--- config.mk ---
export PLATFORM = sky130hd
export DESIGN_NAME = frame_rotate_scatter
export DESIGN_NICKNAME = d
export VERILOG_FILES = /design/src/rtl/frs_pkg.sv /design/src/rtl/frame_rotate_scatter.sv /design/src/rtl/frs_front.sv /design/src/rtl/frs_queue.sv /design/src/rtl/frs_back.sv
export SDC_FILE = /design/constraint.sdc
export NUM_CORES = 1
export LEC_CHECK = 0
export BUFFER_PORTS_ARGS = -buffer_cell sky130_fd_sc_hd__buf_2
export CORE_ASPECT_RATIO = 0.7
export CORE_UTILIZATION = 45
export DETAILED_ROUTE_END_ITERATION = 16
export GPL_TIMING_DRIVEN = 0
export PLACE_DENSITY_LB_ADDON = 0.2
export SLEW_MARGIN = 20
export SYNTH_ARGS = -nofsm -noshare
export SYNTH_HDL_FRONTEND = slang
export SYNTH_SLANG_ARGS = --single-unit
--- constraint.sdc ---
create_clock -name clk -period 6.2 [get_ports clk]
set_input_delay 0.31 -clock clk [delete_from_list [all_inputs] [get_ports clk]]
set_output_delay 0.31 -clock clk [all_outputs]
set_load 0.05 [all_outputs]
--- src/rtl/frs_pkg.sv ---
// Shared constants and register codes for the frame rotate scatter block.
package frs_pkg;

	// Default largest frame dimension in pixels
	localparam int MAX_DIM = 4096;

	// Field widths
	localparam int PIXEL_W    = 16;
	localparam int IDX_W      = 24;
	localparam int CFG_IDX_W  = 2;
	localparam int CFG_DATA_W = 13;
	localparam int ROT_W      = 2;

	// Configuration register indexes
	localparam logic [CFG_IDX_W-1:0] REG_WIDTH    = 2'd0;
	localparam logic [CFG_IDX_W-1:0] REG_HEIGHT   = 2'd1;
	localparam logic [CFG_IDX_W-1:0] REG_ROTATION = 2'd2;

	// Rotation codes, clockwise
	localparam logic [ROT_W-1:0] ROT_0   = 2'd0;
	localparam logic [ROT_W-1:0] ROT_90  = 2'd1;
	localparam logic [ROT_W-1:0] ROT_180 = 2'd2;
	localparam logic [ROT_W-1:0] ROT_270 = 2'd3;

endpackage

--- src/rtl/frame_rotate_scatter.sv ---
// Top level: destination index for each pixel of a frame rotated by 0, 90, 180 or 270 degrees.
// Each pixel passes through the queue and then the back-end output register before m_tvalid rises.
// Throughput: one pixel per clock while m_tready stays high, set by the single multiply-add in the back end.
// A two-entry queue lets the input accept two more pixels while the output stalls.
// Reset: width and height 1, rotation 0, row and column counters cleared, queue empty.
// Any write to width, height or rotation restarts the frame at row 0, column 0.
module frame_rotate_scatter #(
	parameter int MAX_DIM = frs_pkg::MAX_DIM
) (
	input  logic                           clk,
	input  logic                           arst_n,
	// configuration write channel
	input  logic                           cfg_valid,
	output logic                           cfg_ready,
	input  logic [frs_pkg::CFG_IDX_W-1:0]  cfg_index,
	input  logic [frs_pkg::CFG_DATA_W-1:0] cfg_data,
	// pixel input
	input  logic                           s_tvalid,
	output logic                           s_tready,
	input  logic [15:0]                    s_tdata,   // [15:0] pixel_in
	// result output
	output logic                           m_tvalid,
	input  logic                           m_tready,
	output logic [39:0]                    m_tdata,   // [23:0] dest_index, [39:24] pixel_out
	output logic                           m_tlast    // frame_done
);

	localparam int CNT_W = (MAX_DIM > 2) ? $clog2(MAX_DIM) : 1;
	localparam int DIM_W = $clog2(MAX_DIM + 1);
	localparam int Q_W   = CNT_W + DIM_W + CNT_W + 1 + frs_pkg::PIXEL_W;

	logic                        push;
	logic                        queue_full;
	logic [CNT_W-1:0]            f_a;
	logic [DIM_W-1:0]            f_b;
	logic [CNT_W-1:0]            f_c;
	logic                        f_last;
	logic [Q_W-1:0]              q_in;
	logic [Q_W-1:0]              q_out;
	logic                        q_not_empty;
	logic                        b_ready;
	logic [CNT_W-1:0]            b_a;
	logic [DIM_W-1:0]            b_b;
	logic [CNT_W-1:0]            b_c;
	logic                        b_last;
	logic [frs_pkg::PIXEL_W-1:0] b_pixel;
	logic [frs_pkg::IDX_W-1:0]   dest_index;
	logic [frs_pkg::PIXEL_W-1:0] pixel_out;

	frs_front #(
		.MAX_DIM(MAX_DIM)
	) u_front (
		.clk       (clk),
		.arst_n    (arst_n),
		.cfg_valid (cfg_valid),
		.cfg_ready (cfg_ready),
		.cfg_index (cfg_index),
		.cfg_data  (cfg_data),
		.in_valid  (s_tvalid),
		.in_ready  (s_tready),
		.push      (push),
		.queue_full(queue_full),
		.op_a      (f_a),
		.op_b      (f_b),
		.op_c      (f_c),
		.op_last   (f_last)
	);

	// Pack classified item with its pixel
	assign q_in = {s_tdata, f_last, f_c, f_b, f_a};

	frs_queue #(
		.WIDTH(Q_W)
	) u_queue (
		.clk      (clk),
		.arst_n   (arst_n),
		.push     (push),
		.push_data(q_in),
		.full     (queue_full),
		.pop      (q_not_empty & b_ready),
		.not_empty(q_not_empty),
		.pop_data (q_out)
	);

	assign {b_pixel, b_last, b_c, b_b, b_a} = q_out;

	frs_back #(
		.MAX_DIM(MAX_DIM)
	) u_back (
		.clk       (clk),
		.arst_n    (arst_n),
		.item_valid(q_not_empty),
		.item_ready(b_ready),
		.op_a      (b_a),
		.op_b      (b_b),
		.op_c      (b_c),
		.op_last   (b_last),
		.op_pixel  (b_pixel),
		.out_valid (m_tvalid),
		.out_ready (m_tready),
		.dest_index(dest_index),
		.pixel_out (pixel_out),
		.frame_done(m_tlast)
	);

	assign m_tdata = {pixel_out, dest_index};

endmodule

--- src/rtl/frs_front.sv ---
// Front end: configuration registers, raster counters and index operand selection.
module frs_front #(
	parameter int MAX_DIM = frs_pkg::MAX_DIM,
	localparam int CNT_W = (MAX_DIM > 2) ? $clog2(MAX_DIM) : 1,
	localparam int DIM_W = $clog2(MAX_DIM + 1)
) (
	input  logic                           clk,
	input  logic                           arst_n,
	// configuration write channel
	input  logic                           cfg_valid,
	output logic                           cfg_ready,
	input  logic [frs_pkg::CFG_IDX_W-1:0]  cfg_index,
	input  logic [frs_pkg::CFG_DATA_W-1:0] cfg_data,
	// pixel input
	input  logic                           in_valid,
	output logic                           in_ready,
	// classified item toward the queue
	output logic                           push,
	input  logic                           queue_full,
	output logic [CNT_W-1:0]               op_a,
	output logic [DIM_W-1:0]               op_b,
	output logic [CNT_W-1:0]               op_c,
	output logic                           op_last
);

	logic [frs_pkg::CFG_DATA_W-1:0] width_q;
	logic [frs_pkg::CFG_DATA_W-1:0] height_q;
	logic [frs_pkg::ROT_W-1:0]      rot_q;
	logic [CNT_W-1:0]               row_q;
	logic [CNT_W-1:0]               col_q;
	logic [31:0]                    w_wide;
	logic [31:0]                    h_wide;
	logic [DIM_W-1:0]               eff_w;
	logic [DIM_W-1:0]               eff_h;
	logic [DIM_W-1:0]               w_m1;
	logic [DIM_W-1:0]               h_m1;
	logic [CNT_W-1:0]               h_m1_r;
	logic [CNT_W-1:0]               w_m1_c;
	logic                           col_end;
	logic                           row_end;
	logic                           cfg_wr;

	assign cfg_ready = 1'b1;
	assign cfg_wr    = cfg_valid & cfg_ready;
	assign in_ready  = ~queue_full;
	assign push      = in_valid & in_ready;

	// Clamp dimensions to 1..MAX_DIM
	always_comb begin
		w_wide = 32'(width_q);
		h_wide = 32'(height_q);
		if (w_wide == 32'd0) begin
			w_wide = 32'd1;
		end else if (w_wide > 32'(MAX_DIM)) begin
			w_wide = 32'(MAX_DIM);
		end
		if (h_wide == 32'd0) begin
			h_wide = 32'd1;
		end else if (h_wide > 32'(MAX_DIM)) begin
			h_wide = 32'(MAX_DIM);
		end
	end

	assign eff_w   = w_wide[DIM_W-1:0];
	assign eff_h   = h_wide[DIM_W-1:0];
	assign w_m1    = eff_w - DIM_W'(1);
	assign h_m1    = eff_h - DIM_W'(1);
	assign h_m1_r  = CNT_W'(h_m1 - DIM_W'(row_q));
	assign w_m1_c  = CNT_W'(w_m1 - DIM_W'(col_q));
	assign col_end = (DIM_W'(col_q) == w_m1);
	assign row_end = (DIM_W'(row_q) == h_m1);
	assign op_last = col_end & row_end;

	// Select multiplicand, multiplier and addend: index = a * b + c
	always_comb begin
		case (rot_q)
			frs_pkg::ROT_90: begin
				op_a = col_q;
				op_b = eff_h;
				op_c = h_m1_r;
			end
			frs_pkg::ROT_180: begin
				op_a = h_m1_r;
				op_b = eff_w;
				op_c = w_m1_c;
			end
			frs_pkg::ROT_270: begin
				op_a = w_m1_c;
				op_b = eff_h;
				op_c = row_q;
			end
			default: begin
				op_a = row_q;
				op_b = eff_w;
				op_c = col_q;
			end
		endcase
	end

	// Hold configuration; any write to width, height or rotation restarts the frame
	always_ff @(posedge clk or negedge arst_n) begin
		if (!arst_n) begin
			width_q  <= frs_pkg::CFG_DATA_W'(1);
			height_q <= frs_pkg::CFG_DATA_W'(1);
			rot_q    <= frs_pkg::ROT_0;
			row_q    <= '0;
			col_q    <= '0;
		end else if (cfg_wr) begin
			unique case (cfg_index)
				frs_pkg::REG_WIDTH:    width_q  <= cfg_data;
				frs_pkg::REG_HEIGHT:   height_q <= cfg_data;
				frs_pkg::REG_ROTATION: rot_q    <= cfg_data[frs_pkg::ROT_W-1:0];
				default: ;
			endcase
			if (cfg_index == frs_pkg::REG_WIDTH || cfg_index == frs_pkg::REG_HEIGHT ||
			    cfg_index == frs_pkg::REG_ROTATION) begin
				row_q <= '0;
				col_q <= '0;
			end
		end else if (push) begin
			// Advance raster position, wrap at row and frame end
			if (col_end) begin
				col_q <= '0;
				row_q <= row_end ? '0 : row_q + CNT_W'(1);
			end else begin
				col_q <= col_q + CNT_W'(1);
			end
		end
	end

endmodule

--- src/rtl/frs_queue.sv ---
// Two-entry queue between the front end and the index back end.
module frs_queue #(
	parameter int WIDTH = 8
) (
	input  logic             clk,
	input  logic             arst_n,
	input  logic             push,
	input  logic [WIDTH-1:0] push_data,
	output logic             full,
	input  logic             pop,
	output logic             not_empty,
	output logic [WIDTH-1:0] pop_data
);

	logic [WIDTH-1:0] entry_q [2];
	logic             wr_ptr_q;
	logic             rd_ptr_q;
	logic [1:0]       count_q;

	assign full      = (count_q == 2'd2);
	assign not_empty = (count_q != 2'd0);
	assign pop_data  = entry_q[rd_ptr_q];

	// Store incoming entries
	always_ff @(posedge clk) begin
		if (push) begin
			entry_q[wr_ptr_q] <= push_data;
		end
	end

	// Track pointers and fill level
	always_ff @(posedge clk or negedge arst_n) begin
		if (!arst_n) begin
			wr_ptr_q <= 1'b0;
			rd_ptr_q <= 1'b0;
			count_q  <= 2'd0;
		end else begin
			if (push) begin
				wr_ptr_q <= ~wr_ptr_q;
			end
			if (pop) begin
				rd_ptr_q <= ~rd_ptr_q;
			end
			if (push && !pop) begin
				count_q <= count_q + 2'd1;
			end else if (pop && !push) begin
				count_q <= count_q - 2'd1;
			end
		end
	end

endmodule

--- src/rtl/frs_back.sv ---
// Back end: multiply-add of the destination index into the output register.
module frs_back #(
	parameter int MAX_DIM = frs_pkg::MAX_DIM,
	localparam int CNT_W = (MAX_DIM > 2) ? $clog2(MAX_DIM) : 1,
	localparam int DIM_W = $clog2(MAX_DIM + 1),
	localparam int RAW_W = CNT_W + DIM_W + 1,
	localparam int SUM_W = (RAW_W > frs_pkg::IDX_W) ? RAW_W : frs_pkg::IDX_W
) (
	input  logic                        clk,
	input  logic                        arst_n,
	input  logic                        item_valid,
	output logic                        item_ready,
	input  logic [CNT_W-1:0]            op_a,
	input  logic [DIM_W-1:0]            op_b,
	input  logic [CNT_W-1:0]            op_c,
	input  logic                        op_last,
	input  logic [frs_pkg::PIXEL_W-1:0] op_pixel,
	output logic                        out_valid,
	input  logic                        out_ready,
	output logic [frs_pkg::IDX_W-1:0]   dest_index,
	output logic [frs_pkg::PIXEL_W-1:0] pixel_out,
	output logic                        frame_done
);

	logic             valid_q;
	logic             take;
	logic [SUM_W-1:0] sum;

	assign item_ready = ~valid_q | out_ready;
	assign take       = item_valid & item_ready;
	assign out_valid  = valid_q;
	assign sum        = SUM_W'(op_a) * SUM_W'(op_b) + SUM_W'(op_c);

	// Load result when the output register is free or drained this cycle
	always_ff @(posedge clk or negedge arst_n) begin
		if (!arst_n) begin
			valid_q <= 1'b0;
		end else if (item_ready) begin
			valid_q <= item_valid;
		end
	end

	always_ff @(posedge clk) begin
		if (take) begin
			dest_index <= sum[frs_pkg::IDX_W-1:0];
			pixel_out  <= op_pixel;
			frame_done <= op_last;
		end
	end

endmodule
# Yosys cells after proc, flatten, opt, wreduce, memory -nomap -nowiden

Memories as Yosys holds them, arrays and structs flattened.
Index checks and enable logic that the tools add are counted.
W data, S select, Z words.

Bits in registers: 98
Bits in writable memories: 108
Input port bits: 36
Output and inout port bits: 44
Logic and storage cells: 80
Memories kept: 1

Memory list:

| name            | words | width | read ports | clocked after Yosys merged registers in | wr ports | line            | source |
|---|---|---|---|---|---|---|---|
| u_queue.entry_q | 2     | 54    | 1          | 0                                       | 1        | frs_queue.sv:15 | `logic [WIDTH-1:0] entry_q [2];` |

Add/subtract/negate cells: 9
Multipliers: 1
$lt $le $gt $ge: 2
Equal/unequal tests: 9
Muxes and demuxes: 19
Bitwise logic cells: 8
Reductions and logical operators: 19

Operators by type and width:

| operator                | count |
|---|---|
| $mux W12                | 8 |
| $pmux W12 S3            | 2 |
| $mux W13                | 5 |
| $eq A12 B13 Y1          | 2 |
| $gt A13 B13 Y1 const B  | 2 |
| $logic_not A13 Y1       | 2 |
| $sub A13 B1 Y13 const B | 2 |
| $add A12 B1 Y12 const B | 2 |
| $add A24 B12 Y24        | 1 |
| $mul A12 B13 Y24        | 1 |
| $sub A12 B12 Y12        | 2 |
| $eq A2 B2 Y1 const B    | 4 |
| $reduce_and A2 Y1       | 4 |
| $reduce_bool A2 Y1      | 4 |
| $eq A2 B1 Y1 const B    | 2 |
| $mux W2                 | 2 |
| $not A1 Y1              | 4 |
| $and A1 B1 Y1           | 3 |
| $reduce_and A3 Y1       | 1 |
| $add A2 B1 Y2 const B   | 1 |
| $logic_and A1 B1 Y1     | 2 |
| $logic_not A1 Y1        | 2 |
| $logic_not A2 Y1        | 1 |
| $logic_or A1 B1 Y1      | 2 |
| other kinds (5)         | 6 |

# Logic depth before layout (Yosys ltp)

Depth in word-level cells: 9
Gate-level depth with buffers: 23
Mapped depth without buffers: 21

# By module

A second synthesis with hierarchy kept.

Cell total of the unflattened synthesis: 1498
Area total of the unflattened synthesis: 16180.5 um^2

Modules (own cells, without submodules):

| module               | times used | cells an instance | area each (um^2) | sequential area each (um^2) |
|---|---|---|---|---|
| frs_back             | 1          | 714               | 6905.4           | 1256.2 |
| frs_front            | 1          | 599               | 4933.5           | 1303.8 |
| frs_queue            | 1          | 184               | 4335.4           | 3343.2 |
| frame_rotate_scatter | 1          | 1                 | 6.3              | 0.0 |

# Least setup slack after synthesis

Ideal clock, no wire load.

Path kind: reg-to-reg
From: reg u_queue.rd_ptr_q
To: reg u_back.dest_index[22] (netlist name) (data pin)
Setup time: 0.258 ns
Arrival time: 6.279 ns
Required time: 5.942 ns
Path slack: -0.337 ns
Cell stages (with the launch flop): 22
Path buffers: 3
Period minus slack after synthesis: 6.537 ns
Path through: dfrtp_1 buf_1 buf_1 buf_2 mux2i_1 nor2_1 fa_1 inv_1 fa_1 fa_1 fa_1 fa_1 inv_1 ha_1 a21o_1 a21oi_1 nand2_1 o221a_2 a311o_1 a31o_2 a21oi_1 xnor2_1

Cells in the longest elaborated chain, start to end: 3

Ends and longest elaborated chain:

| element                | line            | source |
|---|---|---|
| from (decl)            | frs_queue.sv:17 | `logic rd_ptr_q;` |
| from (signal assigned) | frs_queue.sv:42 | `rd_ptr_q <= ~rd_ptr_q;` |
| $mem_v2 Z2 W54 (*)     | -               |  |
| $mul A12 B13 Y24       | frs_back.sv:32  | `assign sum = SUM_W'(op_a) * SUM_W'(op_b) + SUM_W'(op_c);` |
| $add A24 B12 Y24 (*)   | frs_back.sv:32  |  |
| via u_back.sum[22]     | frs_back.sv:27  | `logic [SUM_W-1:0] sum;` |
| to (signal assigned)   | frs_back.sv:45  | `dest_index <= sum[frs_pkg::IDX_W-1:0];` |
| to (decl)              | frs_back.sv:20  | `output logic [frs_pkg::IDX_W-1:0] dest_index,` |

The timed path passes the listed nets; every way through them passes the cells marked *.
A chain may end at the register's enable or synchronous reset.

# Final worst setup path

From: reg u_queue.rd_ptr_q
To: reg u_back.dest_index[23] (netlist name) (data pin)

The elaborated chain is that of the path after synthesis.

==> reports/summary.txt <==
critical path type - reg -> reg
Min-Delay Path Class - in -> reg
IO Port Bufs - 78
Post-Route Skew - 0.0175 ns
flops & latches, synth - 206
first drt pass iteration count - 6
Worst-path clk slew - 0.06 ns
CP Launch Type - flop
Worst EP required - 6.48 ns
critical path arrival - 6.36 ns
count of final setup violators - 0
fin crit share - 97.9%
worst slew pin tran - 0.857 ns
CTS Sinks - 206
CTS tree - built
worst skew pair latency - 0.54 ns
clk buf depth - 3
most common cell after layout, fill and taps aside - inv_1
vias in the first global route - 10700
Synthesized Nets - 1674
sequential share of the synthesized area - 38.1%
Routed Antenna Nets - 0
Fmax achieved - 165 MHz
RSZ-0062 raised after global routing - yes
prevailing post-synth register cell - edfxtp_1
Vias - 11000
# IOs - 80
total detailed-routing wirelength - 37800 um
status - finished, final reports clean
number of flops mapped to enable cells by yosys - 149
via/cell ratio - 5.38
Mapped Cells - 1421
Iteration-0 DRC Markers - 1006
crit path time final - 6.07 ns
largest area contributor in the netlist - edfxtp_1
initial antenna violation count - 0
H-tree levels - 1
most used cell along the critical path - fa_1
Worst Setup End Kind - flop
drt drc - 0
overall routing resource usage - 22.2%
CP Cell Sequence - buf_12 > buf_12 > buf_16 > mux2i_4 > nor2_1 > fa_1 > inv_1 > fa_1 > fa_1 > fa_2 > fa_1 > inv_1 > ha_4 > a21o_1 > a21oi_4 > buf_6 > o221ai_4 > a31oi_4 > a21oi_4 > a211o_1 > a21oi_2 > xnor2_1
Syn Std Cell Area - 0.0155 sq mm
WL/cell - 18.4 um
r2r setup slk - 0.13 ns
pin count of the biggest net entering global routing - 58
Hold Fails Final Rpt - 0
placed cell areas - 0.0166 sq mm
top post-synthesis cells by area - edfxtp_1, fa_1, dfrtp_1
Die X - 224 um
Ant. Diodes - 0
share of layout cells above drive strength 1 - 19.1%
Max Cap Violations - 0
CP peak stage delay - 0.59 ns
area fraction of the dominant cell type after synthesis - 28.9%
commonest cells after routing, fill and taps aside - inv_1, edfxtp_1, nand2_1, nor2_1, fa_1
Root Driver - clkbuf_16
nets@finish - 1824
Critical Path Fanout Max - 10
Final GP Congestion - 0.900
synthesized area per cell - 10.9 sq um
Crit-path slowest cell - fa_2
total CTS buffers - 23
Starting Density - 45.9%
Post-DP HPWL - 29300 um
Synth-to-Final Area Change - 17.7%
row cnt - 56
library cells used by synthesis - 68
Final Cell Area - 0.0182 sq mm
grt total ovfl - 0
die height - 157 um
Die ar. - 0.0352 sq mm
Post-synth ARST share - 27.7%
core area - 0.0337 sq mm
Yosys warning count - 0
slew margin rel. - 41.2%
first-pass GRT wire length - 59500 um
max-slew violations - 0
metrics by stage:
stage | instances | util (%) | setup slack, ns | TNS (ns) | hold WS, ns
floorplan | 1421 | - | 0.00675 | 0 | 0.0144
global placement | 1963 | 48.8 | -1.17 | -8.62 | 0.479
detailed placement | 1967 | 49.1 | -1.23 | -9.00 | 0.414
CTS | 2041 | 53.2 | -0.0269 | -0.0269 | 0.000794
global route | 2052 | 54.0 | -0.0778 | -0.170 | 0.00338
finish | 2052 | 54.0 | 0.128 | 0 | 0.0187
metal layers:
metal / up-vias / GRT usage (%) / routed length, um
met2: 369 / 31.7 / 15400
li1: 5122 / - / -
met1: 5509 / 34.5 / 18700
met4: 0 / 3.56 / 484
met3: 37 / 4.91 / 3160
met5: - / 0 / 0
final cells by class:
class / instances / area [sq um]
Tap cell: 464 / 581
Clock inverter: 8 / 72.6
Sequential cell: 206 / 5900
Multi-Input combinational cell: 954 / 8980
Inverter: 222 / 833
Clock buffer: 34 / 684
Buffer: 38 / 279
Fill cell: 2972 / 15500
Timing Repair Buffer: 126 / 881
final timing paths:
kind | startpoint | end | depth (start not counted)
max | u_queue.rd_ptr_q$_DFFE_PN0P_ | u_back.dest_index[23]$_DFFE_PP_ | 22
min | cfg_data[4] | u_front.height_q[4]$_DFFE_PN0P_ | 2
max reg2reg | u_queue.rd_ptr_q$_DFFE_PN0P_ | u_back.dest_index[23]$_DFFE_PP_ | 22
min reg2reg | u_back.out_valid$_DFFE_PN0N_ | u_back.out_valid$_DFFE_PN0N_ | 2
max in group asynchronous | arst_n | u_queue.rd_ptr_q$_DFFE_PN0P_ | 2
min in group asynchronous | arst_n | u_front.width_q[8]$_DFFE_PN0P_ | 2
flip-flops by register name, summed over array words and instances, names as in the netlist:
signal,flops
u_queue.entry_q,108
u_back.dest_index,24
u_back.pixel_out,16
u_front.height_q,13
u_front.width_q,13
u_front.col_q,12
u_front.row_q,12
u_front.rot_q,2
u_queue.count_q,2
u_back.frame_done,1
u_back.out_valid,1
u_queue.rd_ptr_q,1
u_queue.wr_ptr_q,1
synth_stat cells (all sizes together) (7+ instances only):
cell type and number:
inv 222, o21ai 64, o31ai 10, mux4 22, a21oi 33, nor3 23, dfrtp 55, and3 10
o21a 7, mux2 67, xor2 12, ha 95, xnor2 41, nor2b 15, or3 7, nand3 22
nor2 123, mux2i 37, a21o 9, nor4 7, fa 122, clkbuf 25, nand2b 16, buf 14
edfxtp 149, nand2 138
timing repair:
item | CTS | global route
hold endpoints to repair | 93 | 0
hold buffers | 22 | 0
resized for setup | 61 | 46
endpoints found under the setup margin | 14 | 4
setup buffers | 11 | 11
pin swaps | 6 | 14
worst max-delay path: cells and delay by family, from the launching register on:
kind	cells	cell delay, ns
buffers and inverters	6	0.76
AND/OR/NAND/NOR	1	0.11
AO/OA/AOI/OAI	7	1.30
adder cells (fa/ha/maj)	6	2.76
multiplexers	1	0.37
flip-flops	1	0.44
XOR/XNOR	1	0.08
cell families after synthesis:
| kind of cell | after synthesis | share of synthesized area [%] |
|---|---|---|
| AO/OA/AOI/OAI | 173 | 7.21 |
| adder cells (fa/ha/maj) | 217 | 23.5 |
| flip-flops | 206 | 38.1 |
| XOR/XNOR | 53 | 3.00 |
| buffers and inverters | 261 | 6.45 |
| other | 1 | 0.0242 |
| AND/OR/NAND/NOR | 384 | 11.2 |
| multiplexers | 126 | 10.5 |
Power is left out: the tool's default activity adds up to more than one toggle a clock period on the data nets, which glitch-free logic cannot reach.
